===== src/sv/pngcsp_pkg.sv =====
// ----------------------------------------------------------------------------
// PNG chunk stream parser package
// Shared types, codes and constants of the PNG chunk stream parser.
// ----------------------------------------------------------------------------
package pngcsp_pkg;

    localparam int unsigned BYTE_W     = 8;
    localparam int unsigned WORD_W     = 32;
    localparam int unsigned EVENT_W    = 3;
    localparam int unsigned HDR_BYTES  = 5;
    localparam int unsigned SIG_LEN    = 8;

    // Output packing widths
    localparam int unsigned OUT_DATA_W = 4 * WORD_W + HDR_BYTES * BYTE_W + BYTE_W;
    localparam int unsigned OUT_USER_W = EVENT_W + 1;

    localparam logic [WORD_W-1:0] TYPE_IHDR = 32'h4948_4452;
    localparam logic [WORD_W-1:0] TYPE_IDAT = 32'h4944_4154;
    localparam logic [WORD_W-1:0] TYPE_IEND = 32'h4945_4E44;
    localparam logic [WORD_W-1:0] IHDR_LEN  = 32'd13;

    typedef enum logic [2:0] {
        PH_SIG  = 3'd0,
        PH_LEN  = 3'd1,
        PH_TYPE = 3'd2,
        PH_DATA = 3'd3,
        PH_CRC  = 3'd4,
        PH_DONE = 3'd5,
        PH_ERR  = 3'd6
    } phase_t;

    typedef enum logic [EVENT_W-1:0] {
        EV_NONE     = 3'd0,
        EV_CHUNK    = 3'd1,
        EV_IHDR     = 3'd2,
        EV_IEND     = 3'd3,
        EV_SIG_ERR  = 3'd4
    } event_t;

    typedef struct packed {
        event_t              event_res;
        logic [WORD_W-1:0]   chunk_length;
        logic [WORD_W-1:0]   chunk_type;
        logic [WORD_W-1:0]   image_width;
        logic [WORD_W-1:0]   image_height;
        logic [BYTE_W-1:0]   sample_depth;
        logic [BYTE_W-1:0]   color_mode;
        logic [BYTE_W-1:0]   compression_method;
        logic [BYTE_W-1:0]   filter_method;
        logic [BYTE_W-1:0]   interlace_method;
        logic                image_data_valid;
        logic [BYTE_W-1:0]   image_data_byte;
    } result_t;

    // Expected PNG signature byte at a given position.
    function automatic logic [BYTE_W-1:0] sig_byte(input logic [2:0] idx);
        logic [BYTE_W-1:0] b;
        case (idx)
            3'd0:    b = 8'd137;
            3'd1:    b = 8'd80;
            3'd2:    b = 8'd78;
            3'd3:    b = 8'd71;
            3'd4:    b = 8'd13;
            3'd5:    b = 8'd10;
            3'd6:    b = 8'd26;
            3'd7:    b = 8'd10;
            default: b = 8'd0;
        endcase
        return b;
    endfunction

endpackage


===== src/sv/png_chunk_stream_parser_core.sv =====
// ----------------------------------------------------------------------------
// PNG chunk stream parser
// Walks a PNG byte stream: signature check, chunk headers, IHDR capture and
// flagged IDAT payload bytes.
// ----------------------------------------------------------------------------
// Each byte of the file enters as one item and gives exactly one result item,
// which shows the parser state after that byte. The byte is parsed by the
// state logic in the cycle it is accepted and the result is registered, so a
// byte is taken in every cycle while the output side takes results. A
// signature error is sticky and reports on every later byte; after the IEND
// CRC every byte gives an empty event until reset. CRC bytes are skipped
// without being checked, and chunk order is not checked.
// ----------------------------------------------------------------------------
module png_chunk_stream_parser_core
(
    input  logic                              clk,
    input  logic                              rst_n,
    input  logic                              s_axis_tvalid,
    output logic                              s_axis_tready,
    input  logic [pngcsp_pkg::BYTE_W-1:0]     s_axis_tdata,   // stream_byte
    output logic                              m_axis_tvalid,
    input  logic                              m_axis_tready,
    // chunk_length, chunk_type, image_width, image_height, sample_depth,
    // color_mode, compression_method, filter_method, interlace_method,
    // image_data_byte
    output logic [pngcsp_pkg::OUT_DATA_W-1:0] m_axis_tdata,
    // event_res, image_data_valid
    output logic [pngcsp_pkg::OUT_USER_W-1:0] m_axis_tuser
);

    logic                accept;
    logic                take;
    logic                busy;
    pngcsp_pkg::result_t res_comb;
    pngcsp_pkg::result_t res_q;

    assign take          = m_axis_tvalid && m_axis_tready;
    assign s_axis_tready = !busy;
    assign accept        = s_axis_tvalid && s_axis_tready;

    pngcsp_parse u_parse
    (
        .clk         (clk),
        .rst_n       (rst_n),
        .accept      (accept),
        .stream_byte (s_axis_tdata),
        .res         (res_comb)
    );

    pngcsp_out_reg u_out_reg
    (
        .clk     (clk),
        .rst_n   (rst_n),
        .load    (accept),
        .res_in  (res_comb),
        .take    (take),
        .busy    (busy),
        .valid   (m_axis_tvalid),
        .res_out (res_q)
    );

    assign m_axis_tdata = {res_q.image_data_byte,
                           res_q.interlace_method,
                           res_q.filter_method,
                           res_q.compression_method,
                           res_q.color_mode,
                           res_q.sample_depth,
                           res_q.image_height,
                           res_q.image_width,
                           res_q.chunk_type,
                           res_q.chunk_length};

    assign m_axis_tuser = {res_q.image_data_valid, res_q.event_res};

endmodule


===== src/sv/pngcsp_parse.sv =====
// ----------------------------------------------------------------------------
// PNG chunk parser state
// Holds the parse state and computes, for each byte, the next state and the
// result item that shows the state after that byte.
// ----------------------------------------------------------------------------
module pngcsp_parse
(
    input  logic                          clk,
    input  logic                          rst_n,
    input  logic                          accept,
    input  logic [pngcsp_pkg::BYTE_W-1:0] stream_byte,
    output pngcsp_pkg::result_t           res
);

    pngcsp_pkg::phase_t              phase_reg,  phase_next;
    logic [pngcsp_pkg::WORD_W-1:0]   pos_reg,    pos_next;
    logic [pngcsp_pkg::WORD_W-1:0]   len_reg,    len_next;
    logic [pngcsp_pkg::WORD_W-1:0]   type_reg,   type_next;
    logic [pngcsp_pkg::WORD_W-1:0]   width_reg,  width_next;
    logic [pngcsp_pkg::WORD_W-1:0]   height_reg, height_next;
    logic [pngcsp_pkg::BYTE_W-1:0]   hdr_reg  [pngcsp_pkg::HDR_BYTES];
    logic [pngcsp_pkg::BYTE_W-1:0]   hdr_next [pngcsp_pkg::HDR_BYTES];
    logic                            last_reg,   last_next;

    logic [pngcsp_pkg::WORD_W-1:0]   pos_inc;
    logic [pngcsp_pkg::WORD_W-1:0]   type_shift;
    logic [2:0]                      hdr_idx;
    pngcsp_pkg::event_t              ev;
    logic                            dv;

    assign pos_inc    = pos_reg + 32'd1;
    assign type_shift = {type_reg[pngcsp_pkg::WORD_W-9:0], stream_byte};
    // Header bytes sit at data positions 8 to 12.
    assign hdr_idx    = 3'(pos_reg[3:0] - 4'd8);

    always_comb
    begin
        phase_next  = phase_reg;
        pos_next    = pos_reg;
        len_next    = len_reg;
        type_next   = type_reg;
        width_next  = width_reg;
        height_next = height_reg;
        hdr_next    = hdr_reg;
        last_next   = last_reg;
        ev          = pngcsp_pkg::EV_NONE;
        dv          = 1'b0;

        case (phase_reg)
            pngcsp_pkg::PH_SIG:
            begin
                if (stream_byte != pngcsp_pkg::sig_byte(pos_reg[2:0]))
                begin
                    phase_next = pngcsp_pkg::PH_ERR;
                    pos_next   = '0;
                    ev         = pngcsp_pkg::EV_SIG_ERR;
                end
                else if (pos_reg[2:0] == 3'd7)
                begin
                    phase_next = pngcsp_pkg::PH_LEN;
                    pos_next   = '0;
                end
                else
                begin
                    pos_next = pos_inc;
                end
            end
            pngcsp_pkg::PH_LEN:
            begin
                len_next = {len_reg[pngcsp_pkg::WORD_W-9:0], stream_byte};
                if (pos_reg[1:0] == 2'd3)
                begin
                    phase_next = pngcsp_pkg::PH_TYPE;
                    pos_next   = '0;
                end
                else
                begin
                    pos_next = pos_inc;
                end
            end
            pngcsp_pkg::PH_TYPE:
            begin
                type_next = type_shift;
                if (pos_reg[1:0] == 2'd3)
                begin
                    pos_next  = '0;
                    ev        = pngcsp_pkg::EV_CHUNK;
                    last_next = (type_shift == pngcsp_pkg::TYPE_IEND);
                    if (type_shift == pngcsp_pkg::TYPE_IHDR)
                    begin
                        width_next  = '0;
                        height_next = '0;
                        for (int i = 0; i < pngcsp_pkg::HDR_BYTES; i++)
                        begin
                            hdr_next[i] = '0;
                        end
                    end
                    phase_next = (len_reg != '0) ? pngcsp_pkg::PH_DATA
                                                 : pngcsp_pkg::PH_CRC;
                end
                else
                begin
                    pos_next = pos_inc;
                end
            end
            pngcsp_pkg::PH_DATA:
            begin
                dv = (type_reg == pngcsp_pkg::TYPE_IDAT);
                if ((type_reg == pngcsp_pkg::TYPE_IHDR) && (pos_reg < pngcsp_pkg::IHDR_LEN))
                begin
                    if (pos_reg[3:2] == 2'd0)
                    begin
                        width_next = {width_reg[pngcsp_pkg::WORD_W-9:0], stream_byte};
                    end
                    else if (pos_reg[3:2] == 2'd1)
                    begin
                        height_next = {height_reg[pngcsp_pkg::WORD_W-9:0], stream_byte};
                    end
                    else
                    begin
                        case (hdr_idx)
                            3'd0:    hdr_next[0] = stream_byte;
                            3'd1:    hdr_next[1] = stream_byte;
                            3'd2:    hdr_next[2] = stream_byte;
                            3'd3:    hdr_next[3] = stream_byte;
                            3'd4:    hdr_next[4] = stream_byte;
                            default: ;
                        endcase
                    end
                    if (pos_reg == pngcsp_pkg::IHDR_LEN - 32'd1)
                    begin
                        ev = pngcsp_pkg::EV_IHDR;
                    end
                end
                // pos_reg is below len_reg here, so the increment cannot wrap.
                if (pos_inc >= len_reg)
                begin
                    phase_next = pngcsp_pkg::PH_CRC;
                    pos_next   = '0;
                end
                else
                begin
                    pos_next = pos_inc;
                end
            end
            pngcsp_pkg::PH_CRC:
            begin
                if (pos_reg[1:0] == 2'd3)
                begin
                    pos_next = '0;
                    if (last_reg)
                    begin
                        phase_next = pngcsp_pkg::PH_DONE;
                        ev         = pngcsp_pkg::EV_IEND;
                    end
                    else
                    begin
                        phase_next = pngcsp_pkg::PH_LEN;
                    end
                end
                else
                begin
                    pos_next = pos_inc;
                end
            end
            pngcsp_pkg::PH_ERR:
            begin
                ev = pngcsp_pkg::EV_SIG_ERR;
            end
            default:
            begin
                ev = pngcsp_pkg::EV_NONE;
            end
        endcase
    end

    always_ff @(posedge clk or negedge rst_n)
    begin
        if (!rst_n)
        begin
            phase_reg  <= pngcsp_pkg::PH_SIG;
            pos_reg    <= '0;
            len_reg    <= '0;
            type_reg   <= '0;
            width_reg  <= '0;
            height_reg <= '0;
            last_reg   <= 1'b0;
            for (int i = 0; i < pngcsp_pkg::HDR_BYTES; i++)
            begin
                hdr_reg[i] <= '0;
            end
        end
        else if (accept)
        begin
            phase_reg  <= phase_next;
            pos_reg    <= pos_next;
            len_reg    <= len_next;
            type_reg   <= type_next;
            width_reg  <= width_next;
            height_reg <= height_next;
            last_reg   <= last_next;
            hdr_reg    <= hdr_next;
        end
    end

    always_comb
    begin
        res.event_res          = ev;
        res.chunk_length       = len_next;
        res.chunk_type         = type_next;
        res.image_width        = width_next;
        res.image_height       = height_next;
        res.sample_depth       = hdr_next[0];
        res.color_mode         = hdr_next[1];
        res.compression_method = hdr_next[2];
        res.filter_method      = hdr_next[3];
        res.interlace_method   = hdr_next[4];
        res.image_data_valid   = dv;
        res.image_data_byte    = dv ? stream_byte : '0;
    end

endmodule


===== src/sv/pngcsp_out_reg.sv =====
// ----------------------------------------------------------------------------
// PNG chunk parser result register
// Holds one result item for the output stream and frees itself as soon as
// the item is taken, so a new item can be loaded in the same cycle.
// ----------------------------------------------------------------------------
module pngcsp_out_reg
(
    input  logic                clk,
    input  logic                rst_n,
    input  logic                load,
    input  pngcsp_pkg::result_t res_in,
    input  logic                take,
    output logic                busy,
    output logic                valid,
    output pngcsp_pkg::result_t res_out
);

    logic                valid_reg, valid_next;
    pngcsp_pkg::result_t res_reg;

    always_comb
    begin
        valid_next = valid_reg;
        if (load)
        begin
            valid_next = 1'b1;
        end
        else if (take)
        begin
            valid_next = 1'b0;
        end
    end

    always_ff @(posedge clk or negedge rst_n)
    begin
        if (!rst_n)
        begin
            valid_reg <= 1'b0;
        end
        else
        begin
            valid_reg <= valid_next;
        end
    end

    always_ff @(posedge clk)
    begin
        if (load)
        begin
            res_reg <= res_in;
        end
    end

    // Busy means the held item is not being taken, so it stays in the register.
    assign busy    = valid_reg && !take;
    assign valid   = valid_reg;
    assign res_out = res_reg;

endmodule

===== config.mk =====
export PLATFORM = sky130hd
export DESIGN_NAME = png_chunk_stream_parser_core
export DESIGN_NICKNAME = d
export VERILOG_FILES = /design/src/sv/pngcsp_pkg.sv /design/src/sv/png_chunk_stream_parser_core.sv /design/src/sv/pngcsp_parse.sv /design/src/sv/pngcsp_out_reg.sv
export SDC_FILE = /design/constraint.sdc
export NUM_CORES = 1
export LEC_CHECK = 0
export BUFFER_PORTS_ARGS = -buffer_cell sky130_fd_sc_hd__clkbuf_2
export CAP_MARGIN = 20
export CORE_MARGIN = 3
export CORE_UTILIZATION = 41
export CTS_BUF_LIST = sky130_fd_sc_hd__clkbuf_8
export DETAILED_ROUTE_END_ITERATION = 7
export PLACE_DENSITY_LB_ADDON = 0.25
export SLEW_MARGIN = 25
export SYNTH_ARGS = -nofsm -noshare
export SYNTH_HDL_FRONTEND = slang
export SYNTH_HIERARCHICAL = 1
export SYNTH_SLANG_ARGS = --single-unit

===== constraint.sdc =====
create_clock -name clk -period 14.9 [get_ports clk]
set_clock_uncertainty 0.05 [all_clocks]
set_input_delay 2.235 -clock clk [delete_from_list [all_inputs] [get_ports clk]]
set_output_delay 2.235 -clock clk [all_outputs]
set_load 0.05 [all_outputs]

# == Word-level counts from Yosys, hierarchy flattened ==
# Memory sizes are Yosys's and may differ from the RTL's.
# Index checks and enable logic that the tools add are counted.
# classes
eq_ne,23
n_addsub,2
n_lt_le_gt_ge,2
n_reduce_logical,17
n_mux,49
# ops
operator,count
32-bit two-way mux,15
40-bit two-way mux,5
"32-bit by 31-bit equality test with 1-bit output, second input constant",4
32-bit case mux with 2 select lines,2
32-bit case mux with 3 select lines,1
40-bit case mux with 2 select lines,1
8-bit two-way mux,6
3-bit two-way mux,11
"32-bit by 1-bit adder with 32-bit output, second input constant",1
"32-bit by 4-bit equality test with 1-bit output, second input constant",1
32-bit greater-or-equal comparator,1
"32-bit by 4-bit less-than comparator with 1-bit output, second input constant",1
32-bit nonzero test,1
3-bit case mux with 5 select lines,2
"3-bit by 2-bit equality test with 1-bit output, second input constant",4
"3-bit equality test, second input constant",4
"2-bit by 1-bit != test with 1-bit output, second input constant",4
8-bit != test,1
7-bit AND reduction,1
"3-bit by 1-bit equality test with 1-bit output, second input constant",2
3-bit zero test,2
5-bit nonzero test,1
1-bit logical AND,4
1-bit two-way mux,4
12 further kinds,14
# totals
regBits,385
mem_count,1
in_bits,12
wordCells,119
mem_bits_ro,56
# memory_table
name,words,width,read_ports,rd_ports_with_merged_regs,write_ports,line,rtl
(name not given),8,7,1,0,0,pngcsp_pkg.sv:58,case (idx)

# == Logic depth before layout (Yosys ltp) ==
# Gate-level depths: netlist of the first run.
# logic_depth
depth_word,7
mapped_depth,17
depth_no_buf,15

# == Modules after synthesis ==
# The synthesis of the first run kept the hierarchy.
# modules_own_cells
module,instances,cells_per_inst,area_each_um2,seq_area_each_um2
pngcsp_parse,1,1189,11798.8,5104.9
pngcsp_out_reg,1,183,5450.2,5430.2
png_chunk_stream_parser_core,1,3,16.3,0.0

# == Worst setup path after synthesis of the first run ==
# No wires, ideal clock.
# synth_timing
path_type,in2reg
startpoint,input m_axis_tready
endpoint,register u_parse/height_reg[10] (netlist name)
stages,9
slack_ns,2.612
n_path_buf,3
required_ns,14.784
setup_ns,0.066
arrival_ns,12.172
path_cell_list,and2_1 > nor2b_4 > nor2b_1 > clkbuf_1 > inv_1 > clkbuf_1 > nor4_1 > clkbuf_1 > a22o_1
# synth_between
elab_chain_cells,5
# synth_rtl
item,line,rtl
"start, declared",png_chunk_stream_parser_core.sv:22,"input logic m_axis_tready,"
1-bit logical AND,png_chunk_stream_parser_core.sv:37,assign take = m_axis_tvalid && m_axis_tready;
1-bit zero test,pngcsp_out_reg.sv:55,assign busy = valid_reg && !take;
1-bit logical AND,pngcsp_out_reg.sv:55,
net busy,png_chunk_stream_parser_core.sv:33,logic busy;
1-bit zero test,png_chunk_stream_parser_core.sv:38,assign s_axis_tready = !busy;
1-bit logical AND,png_chunk_stream_parser_core.sv:39,assign accept = s_axis_tvalid && s_axis_tready;
net accept,png_chunk_stream_parser_core.sv:31,logic accept;
"end signal, assigned",pngcsp_parse.sv:200,height_reg <= height_next;
"end, declared",pngcsp_parse.sv:20,"logic [pngcsp_pkg::WORD_W-1:0] height_reg, height_next;"
# The timed path passes the listed nets, and every way through them passes these cells.
# A chain may end at the register's enable or synchronous reset.

# == Worst setup path in the final report of the first run ==
# layout_timing
startpoint,register u_parse/pos_reg[2] (netlist name)
endpoint,register u_parse/pos_reg[29] (netlist name)
# layout_between
elab_chain_cells,5
# layout_rtl
item,line,rtl
"start, declared",pngcsp_parse.sv:16,"logic [pngcsp_pkg::WORD_W-1:0] pos_reg, pos_next;"
"start signal, assigned",pngcsp_parse.sv:196,pos_reg <= pos_next;
"parallel branches: the longest is 4 deep, another holds 32-bit by 1-bit adder with 32-bit output",n/a,
32-bit case mux with 3 select lines (*),pngcsp_parse.sv:49,case (phase_reg)
# Every way passes the cells marked *. The select of a mux whose other input is x is not followed.

==> out/results.md, run 1 <==
| Stage | Metric | Value |
|---|---|---|
| place | Placed Area | 0.0187 sq mm |
| global routing | Pin count of the biggest net entering global routing | 106 |
| job | Max-cap violations | 0 |
| synth | Synth async-reset ratio | 0.532 |
| outcome | Status | completed |
| layout | Number of antenna diodes | 0 |
| clock tree | Clock latency of the later-clocked register in the worst-skew pair | 650 ps |
| clock tree | Maximum clock path buffer count | 3 |
| synth | Synth Instances | 1375 |
| sta | Ratio of final minimum period to clock period | 0.375 |
| global routing | Number of antenna violations at the first check in global routing | 2 |
| min path | Min-delay src | u_parse/width_reg[25] |
| die | Die ar. | 0.0446 sq mm |
| place | Half-perimeter wire length after placement | 27600 microns |
| synth | Fraction of post-synthesis cell area in the top cell type by area | 0.313 |
| global routing | Aggregate global-route resource usage | 0.187 |
| synth | Area leader, netlist | sky130_fd_sc_hd__edfxtp_1 |
| sta | Slew margin rel. | 0.291 |
| global routing | Wire length of the first global-routing pass | 66200 microns |
| sta | Min Clock Period, post-route | 5590 ps |
| sta | Number of pins with negative max-slew slack in the final report | 0 |
| sta | Setup tns final | 0 ps |
| detailed routing | Detail Route Antenna Nets | 0 |
| layout | Final instance count without filler cells | 2132 |
| layout | Fill cell count | 3721 |
| detailed routing | # DRC | 0 |
| detailed routing | Vias post-DR | 12000 |
| clock tree | Total number of clock tree sinks | 385 |
| sta | Transition time at the pin with the least slew margin | 1060 ps |
| synth | Top cells by area in the synthesized netlist | sky130_fd_sc_hd__edfxtp_1 31%, sky130_fd_sc_hd__dfrtp_1 30%, sky130_fd_sc_hd__a22o_1 10% |
| die | Vertical die dimension | 211 microns |
| place | Number of buffers inserted by port buffering | 193 |
| detailed routing | Ratio of routed vias to standard cells | 5.61 |
| pwr | Leakage power | 8.46 nW |
| die | Width of the die | 211 microns |
| sta | RSZ-0062 raised after global routing | no |
| worst setup path | Critical path data required time | 15360 ps |
| synth | Number of storage elements in the synthesis netlist | 385 |
| worst setup path | Kind of start point of the critical path | flip-flop |
| clock tree | TritonCTS clock tree | done |
| synth | Most used DFF post-synth | sky130_fd_sc_hd__dfrtp_1 |
| synth | Number of synthesized flops with an enable pin | 180 |
| pwr | Power per unit of standard cell area | 188 mW/mm^2 |
| clock tree | Register clock-pin slew on the reported worst setup and hold paths | 60 ps |
| worst setup path | Crit path DAT | 6050 ps |
| clock tree | Library cell used as clock root buffer | sky130_fd_sc_hd__clkbuf_8 |
| clock tree | Count of H-tree levels built during CTS | 2 |
| layout | Number of flip-flops in the largest register | 180 |
| layout | Post-synthesis to final-layout area growth | 14.7% |
| layout | Area occupied by registers | 0.0105 sq mm |
| place | Cells after DPL | 2019 |
| synth | Cell area after synthesis | 0.0173 sq mm |
| sta | Final setup viols | 0 |
| die | Initial core utilization | 0.419 |
| clock tree | Total setup buffers inserted after CTS | 0 |
| place | Placer Congestion | 0.876 |
| sta | Fmax | 179 MHz |
| min path | Worst min path class | flip-flop to flip-flop |
| layout | Finished layout cell area | 0.0198 sq mm |
| layout | Share of final-layout standard cells stronger than drive strength 1 | 0.239 |
| worst setup path | Startpoint of the worst-slack reg-to-reg timing path | u_parse/pos_reg[2] |
| die | Top-Level Pins | 194 |
| detailed routing | Violation count after the first detailed-routing iteration | 920 |
| clock tree | Cts hold-fix bufs | 0 |
| die | Number of rows created at floorplan | 74 |
| clock tree | Clock buffer count from CTS | 61 |
| synth | Most frequent cell after synthesis | sky130_fd_sc_hd__dfrtp_1 |
| clock tree | # resized after CTS | 0 |
| layout | Number of nets in the layout | 1602 |
| worst setup path | Crit path capture type | flip-flop |
| worst setup path | Maximum fanout encountered on the critical timing path | 19 |
| layout | Area taken by multi-input logic gates | 0.00619 sq mm |
| synth | Proportion of synthesized chip area in sequential cells | 0.610 |
| pwr | Worst IR drop on VDD | 0.0715 mV |
| global routing | Sum of overflow across all layers after global routing | 0 |
| synth | Synthesized netlist net count | 1427 |
| detailed routing | Total wire length | 42700 microns |
| synth | Count of unique library cells instantiated by Yosys | 71 |
| detailed routing | Total iterations of the first detailed-routing run | 5 |
| worst setup path | Worst Setup SP | u_parse/pos_reg[2] |
| synth | Leading cell types by count after synthesis | 205 x sky130_fd_sc_hd__dfrtp_1, 198 x sky130_fd_sc_hd__a22o_1, 180 x sky130_fd_sc_hd__edfxtp_1 |
| sta | Total count of hold-check failures in the final report | 0 |
| worst setup path | Worst setup path category | flip-flop to flip-flop |
| die | Standard cell core area | 0.0412 sq mm |
| global routing | Number of global-route vias before repair | 11500 |
| synth | Number of warning messages in the yosys log | 6 |
| pwr | Final total power | 3.73 mW |
| detailed routing | Routed length per instance | 20.0 microns |
| synth | Post-synthesis area per instance | 12.6 sq um |
| layout | Final Util | 0.481 |
per-stage QoR:
stage               setup slack, ps  hold slack (ps)
floorplan                      2610              416
global placement               8430              434
detailed placement             8560              437
CTS                            9200              454
global route                   8960              462
finish                         9310              452
cells in the final DEF (no fill, tap or decap), types with 5 or more instances in the layout:
cell type and instances:
sky130_fd_sc_hd__dfrtp_1 205, sky130_fd_sc_hd__a22o_1 198, sky130_fd_sc_hd__clkbuf_2 192, sky130_fd_sc_hd__edfxtp_1 180
sky130_fd_sc_hd__nand2_1 108, sky130_fd_sc_hd__o21ai_0 94, sky130_fd_sc_hd__inv_1 84, sky130_fd_sc_hd__clkbuf_8 68
sky130_fd_sc_hd__mux2_2 65, sky130_fd_sc_hd__ha_1 40, sky130_fd_sc_hd__nor2_1 36, sky130_fd_sc_hd__nand3_1 27
sky130_fd_sc_hd__nor4_1 25, sky130_fd_sc_hd__a21oi_1 23, sky130_fd_sc_hd__xnor2_1 21, sky130_fd_sc_hd__nor3_1 16
sky130_fd_sc_hd__xor2_1 16, sky130_fd_sc_hd__a32o_1 16, sky130_fd_sc_hd__and2_1 14, sky130_fd_sc_hd__nand4_1 14
sky130_fd_sc_hd__buf_4 12, sky130_fd_sc_hd__clkinv_1 11, sky130_fd_sc_hd__and3_1 11, sky130_fd_sc_hd__o31ai_1 9
sky130_fd_sc_hd__nand2b_1 8, sky130_fd_sc_hd__clkinv_2 7, sky130_fd_sc_hd__or2_2 7, sky130_fd_sc_hd__nor4_2 5
worst max-delay path, cell delays in order, from the launching register on:
cell,delay (ps)
sky130_fd_sc_hd__dfrtp_1,840
sky130_fd_sc_hd__nand3_1,250
sky130_fd_sc_hd__nor3_2,510
sky130_fd_sc_hd__and3_1,360
sky130_fd_sc_hd__nand4_1,290
sky130_fd_sc_hd__or3_1,440
sky130_fd_sc_hd__nand2_1,110
sky130_fd_sc_hd__ha_1,260
sky130_fd_sc_hd__nand2_1,80
sky130_fd_sc_hd__nor2_1,40
sky130_fd_sc_hd__a2111oi_0,320
sky130_fd_sc_hd__nand3_1,150
sky130_fd_sc_hd__a31oi_2,840
sky130_fd_sc_hd__o21ai_0,590
sky130_fd_sc_hd__o31ai_1,350
final timing paths:
check / to / slack [ps] / cells past startpoint
max in group asynchronous: u_parse/type_reg[12] / 11800 / 2
min in group asynchronous: u_parse/type_reg[22] / 1560 / 1
setup / recovery: u_parse/pos_reg[29] / 9310 / 14
hold / removal: u_parse/width_reg[25] / 450 / 1
setup reg to reg: u_parse/pos_reg[29] / 9310 / 14
hold reg to reg: u_parse/width_reg[25] / 450 / 1
layer usage:
metal | up-vias | wire, microns | GRT usage
met5 | - | 13 | 0
met4 | 2 | 747 | 0.0492
met3 | 59 | 2210 | 0.0376
met2 | 327 | 20000 | 0.299
met1 | 6017 | 19700 | 0.263
li1 | 5556 | - | -
final cells by class:
| cell class | instances | area share |
|---|---|---|
| tap | 532 | 0.0336 |
| multi-input combinational | 837 | 0.313 |
| clock inverter | 46 | 0.00954 |
| clock buffer | 67 | 0.0466 |
| inverter | 59 | 0.0112 |
| timing repair buffer | 206 | 0.0544 |
| sequential | 385 | 0.532 |
where the power goes:
part / total, mW / internal, mW / switching, mW
Clock: 0.817 / 0.411 / 0.407
Combinational: 1.31 / 0.368 / 0.944
Sequential: 1.60 / 1.42 / 0.179
cell families after synthesis:
group / Yosys count / share of synthesized area
xor gates and xnor gates: 37 / 0.0188
muxes: 67 / 0.0438
and+or+nand+nor: 314 / 0.0962
AOI/OAI and AO/OA: 379 / 0.167
DFF: 385 / 0.610
adders and majority gates: 40 / 0.0290
buffers and inverters: 153 / 0.0350
No activity file was read; power rests on OpenSTA's default activity.
==> inputs of run 2 (changes only) <==
Settings changed: ABC_AREA set to 1.
Clock period 14.9 ns to 5.6 ns, I/O delays scaled along.
==> out/results.md, run 2 <==
| Stage | Metric | Value | Delta |
|---|---|---|---|
| clock tree | Cts hold-fix bufs | 0 | unchanged |
| clock tree | Clock latency of the later-clocked register in the worst-skew pair | 630 ps | -20 ps |
| sta | Worst hold margin | 210 ps | -242 ps |
| layout | Post-synthesis to final-layout area growth | 12.2% |  |
| job | Max-cap violations | 0 | unchanged |
| sta | Setup tns final | 0 ps | unchanged |
| worst setup path | Kind of start point of the critical path | flip-flop |  |
| outcome | Status | completed |  |
| detailed routing | Top Layer Used | met5 |  |
| detailed routing | Vias post-DR | 20900 | +75% |
| detailed routing | Routed length per instance | 18.2 microns | -9.3% |
| synth | Synth async-reset ratio | 0.532 | unchanged |
| sta | Final setup viols | 0 | unchanged |
| synth | Synthesized netlist net count | 3056 | +110% |
| synth | Leading cell types by count after synthesis | 1140 x sky130_fd_sc_hd__nand2_1, 364 x sky130_fd_sc_hd__nand3_1, 295 x sky130_fd_sc_hd__o21ai_0 |  |
| place | Placer Congestion | 0.929 | +6.1% |
| detailed routing | Total iterations of the first detailed-routing run | 6 | +1 |
| clock tree | Maximum clock path buffer count | 3 | unchanged |
| clock tree | Clock buffer count from CTS | 69 | +13% |
| sta | Number of pins with negative max-slew slack in the final report | 0 | unchanged |
| layout | Final instance count without filler cells | 3859 | +81% |
| worst setup path | Crit path capture type | flip-flop |  |
| synth | Fraction of post-synthesis cell area in the top cell type by area | 0.245 | -0.0684 |
| place | Half-perimeter wire length after placement | 43200 microns | +57% |
| detailed routing | Detail Route met2 WL | 32800 microns | +64% |
| place | Number of buffers inserted by port buffering | 193 | unchanged |
| sta | Min Clock Period, post-route | 4210 ps | -1380 ps |
| synth | Count of unique library cells instantiated by Yosys | 34 | -52% |
| sta | Total count of hold-check failures in the final report | 0 | unchanged |
| synth | Proportion of synthesized chip area in sequential cells | 0.477 | -0.133 |
| sta | Fmax | 237 MHz | +33% |
| detailed routing | Total wire length | 70100 microns | +64% |
| clock tree | Total setup buffers inserted after CTS | 0 | unchanged |
| pwr | Power per unit of standard cell area | 552 mW/mm^2 | +190% |
| min path | Worst min path class | input pin to asynchronous set/reset pin |  |
| layout | Most common library cell in the layout ignoring fill and taps | sky130_fd_sc_hd__nand2_1 |  |
| detailed routing | Detail Route Antenna Nets | 0 | unchanged |
| die | Width of the die | 238 microns | +13% |
| global routing | Aggregate global-route resource usage | 0.244 | +0.0566 |
| pwr | Final total power | 13.7 mW | +270% |
| synth | Synth Instances | 3004 | +120% |
| global routing | Pin count of the biggest net entering global routing | 193 | +82% |
| detailed routing | Wire length on met3 | 4910 microns | +120% |
| global routing | Number of global-route vias before repair | 19800 | +72% |
| worst setup path | Crit path DAT | 4680 ps | -1370 ps |
| place | Cells after DPL | 3730 | +85% |
| die | Vertical die dimension | 238 microns | +13% |
| global routing | Wire length of the first global-routing pass | 110000 microns | +67% |
| detailed routing | # DRC | 0 | unchanged |
| sta | Transition time at the pin with the least slew margin | 1110 ps | +50.6 ps |
| detailed routing | Violation count after the first detailed-routing iteration | 2179 | +140% |
| pwr | Worst IR drop on VDD | 0.269 mV | +280% |
| synth | Area leader, netlist | sky130_fd_sc_hd__edfxtp_1 |  |
| synth | Cell area after synthesis | 0.0221 sq mm | +28% |
| synth | Most frequent cell after synthesis | sky130_fd_sc_hd__nand2_1 |  |
| layout | Share of final-layout standard cells stronger than drive strength 1 | 0.103 | -0.137 |
| die | Die ar. | 0.0567 sq mm | +27% |
| global routing | Sum of overflow across all layers after global routing | 0 | unchanged |
| detailed routing | Total routed wire length on the met1 layer | 30300 microns | +53% |
| worst setup path | Maximum fanout encountered on the critical timing path | 25 | +6 |
| pwr | Leakage power | 12.1 nW | +43% |
| sta | Ratio of final minimum period to clock period | 0.752 | +0.377 |
| worst setup path | Critical path data required time | 6070 ps | -9290 ps |
| die | Top-Level Pins | 194 | unchanged |
| synth | Number of storage elements in the synthesis netlist | 385 | unchanged |
| layout | Commonest cells after routing, fill and taps aside | 1139 x sky130_fd_sc_hd__nand2_1, 364 x sky130_fd_sc_hd__nand3_1, 295 x sky130_fd_sc_hd__inv_1, 295 x sky130_fd_sc_hd__o21ai_0, 205 x sky130_fd_sc_hd__dfrtp_1 |  |
| clock tree | Total number of clock tree sinks | 385 | unchanged |
| detailed routing | Ratio of routed vias to standard cells | 5.43 | -3.3% |
| synth | Most used DFF post-synth | sky130_fd_sc_hd__dfrtp_1 |  |
| clock tree | Count of H-tree levels built during CTS | 3 | +1 |
| clock tree | # resized after CTS | 0 | unchanged |
| sta | RSZ-0062 raised after global routing | no |  |
| synth | Post-synthesis area per instance | 7.35 sq um | -41% |
| worst setup path | Worst setup path category | flip-flop to flip-flop |  |
| die | Initial core utilization | 0.417 | -0.00202 |
| layout | Number of nets in the layout | 3166 | +98% |
| clock tree | TritonCTS clock tree | done |  |
| global routing | Number of antenna violations at the first check in global routing | 2 | unchanged |
| clock tree | Register clock-pin slew on the reported worst setup and hold paths | 60 ps | about the same |
| sta | Slew margin rel. | 0.260 | -0.0315 |
| die | Standard cell core area | 0.0530 sq mm | +29% |
| clock tree | Library cell used as clock root buffer | sky130_fd_sc_hd__clkbuf_8 |  |
| synth | Top cells by area in the synthesized netlist | sky130_fd_sc_hd__edfxtp_1 24%, sky130_fd_sc_hd__dfrtp_1 23%, sky130_fd_sc_hd__nand2_1 19% |  |
| layout | Number of flip-flops in the largest register | 180 | unchanged |
| die | Number of rows created at floorplan | 84 | +14% |
| synth | Number of warning messages in the yosys log | 6 | unchanged |
| synth | Number of synthesized flops with an enable pin | 180 | unchanged |
run 2: worst max-delay path, stage by stage, from the launching register on:
cell	delay, ps
sky130_fd_sc_hd__dfrtp_1	530
sky130_fd_sc_hd__ha_4	210
sky130_fd_sc_hd__inv_1	110
sky130_fd_sc_hd__nor2_1	230
sky130_fd_sc_hd__inv_1	80
sky130_fd_sc_hd__nor3_1	490
sky130_fd_sc_hd__nand3_1	160
sky130_fd_sc_hd__xor2_1	160
sky130_fd_sc_hd__inv_1	70
sky130_fd_sc_hd__ha_1	270
sky130_fd_sc_hd__nand2_1	50
sky130_fd_sc_hd__nor2_1	110
sky130_fd_sc_hd__nand2_1	90
sky130_fd_sc_hd__nor2_1	160
sky130_fd_sc_hd__nand2_1	160
sky130_fd_sc_hd__nand2_1	270
sky130_fd_sc_hd__nand3_2	540
sky130_fd_sc_hd__nand3_1	260
sky130_fd_sc_hd__nand2_1	70
run 2: per-stage QoR:
step / util / area (sq um) / setup WS [ps]
finish: 0.468 / 24800 / 1390
global route: 0.468 / 24800 / 984
CTS: 0.467 / 24700 / 1420
detailed placement: 0.442 / 23400 / 1440
global placement: 0.442 / 23400 / 1510
floorplan: - / 22100 / 157
run 2: worst paths after layout:
path / start / endpoint / slack [ps] / depth (start not counted)
worst max-delay path: u_parse/pos_reg[0] / u_parse/pos_reg[27] / 1390 / 18
worst min-delay path: rst_n / u_parse/height_reg[8] / 210 / 1
worst max register to register: u_parse/pos_reg[0] / u_parse/pos_reg[27] / 1390 / 18
worst min register to register: u_parse/width_reg[1] / u_parse/width_reg[1] / 460 / 2
max in group asynchronous: rst_n / u_parse/len_reg[26] / 4100 / 2
min in group clk: u_parse/width_reg[1] / u_parse/width_reg[1] / 460 / 2
run 2: area by class of cell:
type | instances | area [sq um]
antenna | 1 | 2.50
fill | 5289 | 28200
sequential | 385 | 10500
clock buffer | 77 | 1060
tap | 688 | 861
clock inverter | 50 | 259
inverter | 267 | 1010
timing repair buffer | 214 | 1200
multi-input combinational | 2177 | 9860
run 2: routing by layer:
layer / global-route usage / vias to the layer above
li1: - / 9964
met1: 0.333 / 9955
met2: 0.392 / 865
met3: 0.0370 / 150
met4: 0.0944 / 2
met5: 0 / -
run 2: logic make-up after synthesis:
kind of cell	Yosys count	share of synthesized area
compound gates	399	0.0918
xor+xnor	24	0.00952
fa+ha+maj	40	0.0227
buf+inv	442	0.0800
flops	385	0.477
simple gates	1714	0.319
run 2: report_power, final:
part | internal, mW | total [mW] | switching, mW
clock | 1.35 | 2.57 | 1.22
sequential | 4.02 | 4.59 | 0.579
combinational | 1.49 | 6.52 | 5.03
total | 6.86 | 13.7 | 6.83
